**src/hdl/hre_pkg.sv**
```systemverilog
// ----------------------------------------------------------------------------
// hre_pkg: shared constants and helpers for the reprojection error block
// Widths of the point, matrix and accumulator formats, register indexes and
// the matrix entry extraction used by the datapath.
// ----------------------------------------------------------------------------
`default_nettype none

package hre_pkg;

  // field and datapath widths
  localparam int unsigned CoordW  = 20;
  localparam int unsigned EntW    = 21;
  localparam int unsigned RowW    = 63;
  localparam int unsigned MeanW   = 48;
  localparam int unsigned SumW    = 64;
  localparam int unsigned WW      = 44;
  localparam int unsigned DivW    = 64;
  localparam int unsigned MulW    = 32;
  localparam int unsigned DiffW   = 31;
  localparam int unsigned CntW    = 17;
  localparam int unsigned CfgIdxW = 2;

  // largest set size that is still summed
  localparam logic [CntW-1:0] MaxPoints = 17'd65536;

  // register indexes of the configuration port
  localparam logic [CfgIdxW-1:0] CfgRow0 = 2'd0;
  localparam logic [CfgIdxW-1:0] CfgRow1 = 2'd1;
  localparam logic [CfgIdxW-1:0] CfgRow2 = 2'd2;
  localparam logic [CfgIdxW-1:0] CfgMode = 2'd3;

  // identity matrix at reset, squared distance mode
  localparam logic [RowW-1:0] Row0Rst = 63'd4096;
  localparam logic [RowW-1:0] Row1Rst = 63'd8589934592;
  localparam logic [RowW-1:0] Row2Rst = 63'd18014398509481984;
  localparam logic            ModeRst = 1'b1;

  // saturation limits
  localparam logic [SumW-1:0]  DiffClamp = 64'h0000_0000_7FFF_FFFF;
  localparam logic [MeanW-1:0] MeanMax   = {MeanW{1'b1}};

  // signed Q8.12 entry of one matrix row, column 0 in the low bits
  function automatic logic signed [EntW-1:0] mat_entry(input logic [RowW-1:0] row,
                                                       input logic [1:0] col);
    logic signed [EntW-1:0] e;
    case (col)
      2'd0:    e = $signed(row[20:0]);
      2'd1:    e = $signed(row[41:21]);
      2'd2:    e = $signed(row[62:42]);
      default: e = $signed(row[20:0]);
    endcase
    return e;
  endfunction

endpackage

`default_nettype wire

```
**src/hdl/hre_div.sv**
```systemverilog
// ----------------------------------------------------------------------------
// hre_div: radix-2 restoring unsigned divider
// 64-bit dividend and divisor, one quotient bit per cycle.
// ----------------------------------------------------------------------------
`default_nettype none

module hre_div
  import hre_pkg::*;
(
  input  wire logic            clk_i,
  input  wire logic            rst_ni,
  input  wire logic            start_i,
  input  wire logic [DivW-1:0] dividend_i,
  input  wire logic [DivW-1:0] divisor_i,
  output logic                 done_o,
  output logic [DivW-1:0]      quot_o
);

  localparam int unsigned StepW = $clog2(DivW + 1);

  logic [DivW:0]    rem_q, rem_d;
  logic [DivW-1:0]  quo_q, quo_d;
  logic [DivW-1:0]  dvs_q, dvs_d;
  logic [StepW-1:0] cnt_q, cnt_d;
  logic             busy_q, busy_d;
  logic             done_q, done_d;
  logic [DivW:0]    rem_sh;
  logic             ge;

  // one shift, compare and subtract step
  always_comb begin
    rem_sh = {rem_q[DivW-1:0], quo_q[DivW-1]};
    ge     = rem_sh >= {1'b0, dvs_q};
    rem_d  = rem_q;
    quo_d  = quo_q;
    dvs_d  = dvs_q;
    cnt_d  = cnt_q;
    busy_d = busy_q;
    done_d = 1'b0;
    if (start_i) begin
      rem_d  = '0;
      quo_d  = dividend_i;
      dvs_d  = divisor_i;
      cnt_d  = StepW'(DivW);
      busy_d = 1'b1;
    end else if (busy_q) begin
      rem_d = ge ? (rem_sh - {1'b0, dvs_q}) : rem_sh;
      quo_d = {quo_q[DivW-2:0], ge};
      cnt_d = cnt_q - StepW'(1);
      if (cnt_q == StepW'(1)) begin
        busy_d = 1'b0;
        done_d = 1'b1;
      end
    end
  end

  // control state
  always_ff @(posedge clk_i or negedge rst_ni) begin
    if (!rst_ni) begin
      busy_q <= 1'b0;
      done_q <= 1'b0;
      cnt_q  <= '0;
    end else begin
      busy_q <= busy_d;
      done_q <= done_d;
      cnt_q  <= cnt_d;
    end
  end

  // operand and partial result registers
  always_ff @(posedge clk_i) begin
    rem_q <= rem_d;
    quo_q <= quo_d;
    dvs_q <= dvs_d;
  end

  assign done_o = done_q;
  assign quot_o = quo_q;

endmodule

`default_nettype wire

```
**config.mk**
```make
export PLATFORM = sky130hd
export DESIGN_NAME = hre_div
export DESIGN_NICKNAME = d
export VERILOG_FILES = /design/src/hdl/hre_pkg.sv /design/src/hdl/hre_div.sv
export SDC_FILE = /design/constraint.sdc
export NUM_CORES = 1
export LEC_CHECK = 0
export BUFFER_PORTS_ARGS = -buffer_cell sky130_fd_sc_hd__buf_2
export CAP_MARGIN = 20
export CORE_AREA = 10 10 212 114
export CTS_BUF_LIST = sky130_fd_sc_hd__clkbuf_4
export CTS_CLUSTER_SIZE = 24
export DETAILED_ROUTE_END_ITERATION = 7
export DIE_AREA = 0 0 222 124
export PLACE_DENSITY = 0.88
export SYNTH_ARGS = -nofsm -noshare
export SYNTH_HDL_FRONTEND = slang
export SYNTH_SLANG_ARGS = --single-unit
```
**constraint.sdc**
```tcl
create_clock -name clk_i -period 4.2 [get_ports clk_i]
set_input_delay 0.21 -clock clk_i [delete_from_list [all_inputs] [get_ports clk_i]]
set_output_delay 0.21 -clock clk_i [all_outputs]
set_load 0.02 [all_outputs]
```
======== Word-level counts from Yosys, hierarchy flattened ========
Cells that the tools add are included.
storage, ports and cells
  register bits ........................... 201
  bits of input ports ..................... 131
  output and inout bits ................... 65
  word-level logic and storage cells ...... 22
cells by class
  add/subtract/negate cells ............... 2
  order comparisons ....................... 1
  equal/unequal tests ..................... 1
  muxes and demuxes ....................... 11
  reductions and logical operators ........ 1
operator list
  kind                 count
  $mux 64              3
  $ge 65x64->1         1
  $sub 64x64->64       1
  $mux 7               2
  $eq 7x1->1 const B   1
  $sub 7x1->7 const B  1
  $mux 1               6
  $reduce_bool 2->1    1

======== Logic depth before layout (Yosys ltp) ========
  depth in word-level cells ............... 4
  mapped depth ............................ 15
  depth with buffers taken out ............ 13

======== Worst setup path after synthesis ========
Ideal clock, no wire load.
  kind .................................... register -> register
  start point ............................. register quo_q[63], in the netlist quot_o[63]
  end point ............................... register rem_q[60]
  setup time .............................. 88 ps
  arrival time ............................ 3083 ps
  required time ........................... 4112 ps
  slack ................................... 1029 ps
  stages on the path, launching flop included .. 14
  buffers on the path ..................... 0
  clock period less this slack ............ 3171 ps
  cell sequence ........................... edfxtp_1 -> inv_1 -> ha_1 -> fa_1 -> nand2b_1 -> a21oi_1 -> o2111ai_1 -> a31oi_2 -> o21ai_2 -> o221ai_2 -> a21oi_2 -> or3_1 -> a41o_1 -> a311oi_2
on the way
  cells in the longest elaborated chain, start to end .. 2
  elaborated cells between the ends (all ways) .. 3
  those cells by class .................... add/sub (1); order compare (1); mux (1)
ends and longest elaborated chain
  item                                            RTL line                      source
  from (decl)                                     hre_div.sv:22                 logic [DivW-1:0] quo_q, quo_d;
  from (signal assigned)                          hre_div.sv:73                 quo_q <= quo_d;
  $sub 64x64->64 or $ge 65x64->1 (tied branches)  hre_div.sv:47, hre_div.sv:33
  $mux 64 *                                       hre_div.sv:47                 rem_d = ge ? (rem_sh - {1'b0, dvs_q}) : rem_sh;
  to (signal assigned)                            hre_div.sv:72                 rem_q <= rem_d;
  to (decl)                                       hre_div.sv:21                 logic [DivW:0] rem_q, rem_d;
Mark *: on every way between the ends. The rest lies on a longest branch, timed or not.
A chain may end at the register's enable or synchronous reset.

======== Final worst setup path ========
Ends and elaborated chain as after synthesis.

==> flow_summary_export.csv <==
group,metric,value,unit
run_status,status,"completed",
drt,route.detailed.drc,0,
timing,rsz0062_at_grt,"false",
min_path,holdCritPathClass,"primary input to register",
timing,timing.fmax,273,MHz
drt,wl_per_cell,20.6,um
timing,setup_tns,0,ns
placed_design,io_buffers,195,
critical_path,r2r-end,"rem_q[60]",
yosys,synth_async_sr_flop_share,4.48,%
min_path,min_path_cells,1,
timing,fin_crit,3.67,ns
cells_and_area,layout_commonest_cell,"buf_2",
grt,grt_max_degree,88,
timing,worstMarginPinSlew,0.941,ns
power_and_ir_drop,total_power,8.99,mW
cells_and_area,final_nets,1724,
floorplanning,die_x,222,um
clock_network,cts_buffers,46,
critical_path,arrival,4.26,ns
critical_path,crit_path_start_kind,"register",
clock_network,clk_pin_slew,0.08,ns
clock_network,cts_tree,"done",
min_path,min_from,"start_i",
critical_path,cp_slowest_cell,"fa_1",
critical_path,rr_startpoint,"quot_o[63]",
floorplanning,row_count,37,
clock_network,clk_latency,0.71,ns
clock_network,post-cts-setup-buffers,0,
timing,finalSetupViolations,0,
timing,finClkSkew,0.0853,ns
timing,hold_viol,0,
critical_path,critPathCaptureType,"register",
min_path,min_to,"dvs_q[56]",
clock_network,cts-hold-fix-buffers,130,
timing,period_share,87.4,%
floorplanning,core_area,20300,um2
yosys,synth_cells,1206,
yosys,synthTopCellsByArea,"edfxtp_1, dfxtp_1, ha_1, mux2_2, a21oi_1",
floorplanning,die_h,124,um
drt,first_pass_iters,8,
yosys,ys_types,70,
critical_path,reg2regPathDepth,13,
power_and_ir_drop,power_density,603,nW/um2
placed_design,gp_congestion,0.963,
yosys,yosysTopAreaCellShare,32.5,%
critical_path,critPathRequiredTime,4.79,ns
drt,routed_via_density,5.95,
clock_network,cts_resized,0,
grt,grt_pass1_vias,11200,
yosys,ys_ff_latch,201,
power_and_ir_drop,p_leak,6.54,nW
yosys,synth_warnings,0,
grt,overflow,0,
drt,drt_iter0_drc,1063,
timing,maxSlewViolCount,0,
yosys,syn_avg_cell_area,9.81,um2
critical_path,path_cells,"inv_1 > ha_1 > fa_1 > nand2b_1 > a21oi_1 > o2111ai_1 > a31oi_2 > o21ai_2 > o221ai_2 > a21oi_2 > or3_1 > a41o_1 > a311oi_2",
drt,wl,37.9,mm
placed_design,dp_slack,0.643,ns
floorplanning,start_util,58.4,%
critical_path,worstPathMaxFanout,4,
yosys,ys.flop_type,"edfxtp_1",
clock_network,root_buffer,"clkbuf_4",
yosys,netlist_area,11800,um2
power_and_ir_drop,vdd_drop_max,0.000329,V
drt,vias,11000,
clock_network,htreeDepth,2,
yosys,seq_area_frac_synth,45.2,%
cells_and_area,syn_to_final_growth,25.9,%
cells_and_area,final_cell_mix,"buf_2, dlygate4sd3_1, edfxtp_1",
clock_network,cts_sinks,201,
grt,grt_pass1_wl,59.5,mm
critical_path,critPathKind,"register to register",
grt,antenna_found_initial,5,
yosys,synth_edf_count,128,
timing,relSlewSlack,37.3,%
drt,postRouteAntennaNets,0,
critical_path,r2r_slack,0.53,ns
cells_and_area,layout-drive-gt1-share,23.1,%
floorplanning,ioPinCount,196,
clock_network,clk_path_buf_depth,3,
placed_design,dp_hpwl,24.6,mm
yosys,synth_area_leader_cell,"edfxtp_1",
cells_and_area,final_util,73.5,%
yosys,synthesis.nets,1404,
grt,track_usage,26.6,%
timing,setup_slack,0.530,ns
floorplanning,dieArea,27500,um2
run,timing.max_cap.violations,0,
critical_path,slowest_delay,0.41,ns
-- worst max-delay path, delay by kind of cell (launching register included) --
family                     cells  cell delay, ns
AOI/OAI and AO/OA              8            2.00
adders and majority gates      2            0.63
and+or+nand+nor                2            0.56
DFF                            1            0.37
buffers and inverters          1            0.06
-- routing by layer --
layer | vias up | track usage [%] | share of wire, %
met3 | 97 | 8.87 | 11
met1 | 5164 | 32.4 | 40
met2 | 618 | 44.0 | 46
met4 | 0 | 9.72 | 3.1
met5 | - | 0 | 0
li1 | 5084 | - | -
-- cells in the mapped netlist, drive strengths merged, types with 7 or more instances --
cell type and number:
edfxtp 128, a21oi 108, nand2 105, nor2 96
inv 88, ha 66, o21ai 66, dfxtp 64
mux2 63, clkbuf 44, xnor2 35, xor2 31
a211oi 27, nand4 24, o211ai 23, buf 19
a21o 17, o211a 17, nor3 16, a31oi 15
o21bai 15, nand2b 14, nand3 14, o21a 10
dfrtp 9, a32oi 8, and2 8, a21boi 7
-- power by group --
part	total, mW	switching [mW]	leakage, nW	internal (mW)
registers	2.93	0.359	1.93	2.57
clock network	1.64	0.869	0.353	0.768
logic	4.42	2.67	4.25	1.75
total	8.99	3.89	6.54	5.09
-- worst max-delay path by stage --
stage | from | endpoint | cells past startpoint
floorplan | quot_o[63] | rem_q[60] | 13
global placement | quot_o[63] | rem_q[60] | 13
detailed placement | quot_o[63] | rem_q[60] | 13
CTS | quot_o[63] | rem_q[60] | 13
global route | quot_o[63] | rem_q[54] | 13
finish | quot_o[63] | rem_q[60] | 13
-- final cells by class --
type	count	area (um2)
multi-input combinational	854	5890
fill	1440	5380
sequential	201	5350
timing repair buffer	335	2370
clock buffer	70	526
tap	273	342
inverter	88	330
clock inverter	16	70.1
antenna	5	12.5
-- through the flow --
step                      area (um2)  cells  hold WS [ns]
after floorplan                11800   1206       -0.0856
after global placement         13000   1621        0.0643
after detailed placement       13000   1621        0.0690
after CTS                      14900   1837        0.0488
after global routing           14900   1842        0.0600
final                          14900   1842        0.0939
-- cells by family after synthesis --
group / synth area share (%)
simple gates: 12.0
fa+ha+maj: 7.15
compound gates: 19.5
flops: 45.2
xor+xnor: 4.88
mux: 6.25
buf+inv: 5.06
-- state kept, by name, summed over array words and instances, names as in the netlist --
| register | cells |
|---|---|
| done_o | 1 |
| quot_o | 64 |
| dvs_q | 64 |
| cnt_q | 7 |
| busy_q | 1 |
| rem_q | 64 |
Power figures use the tool's default switching activity.
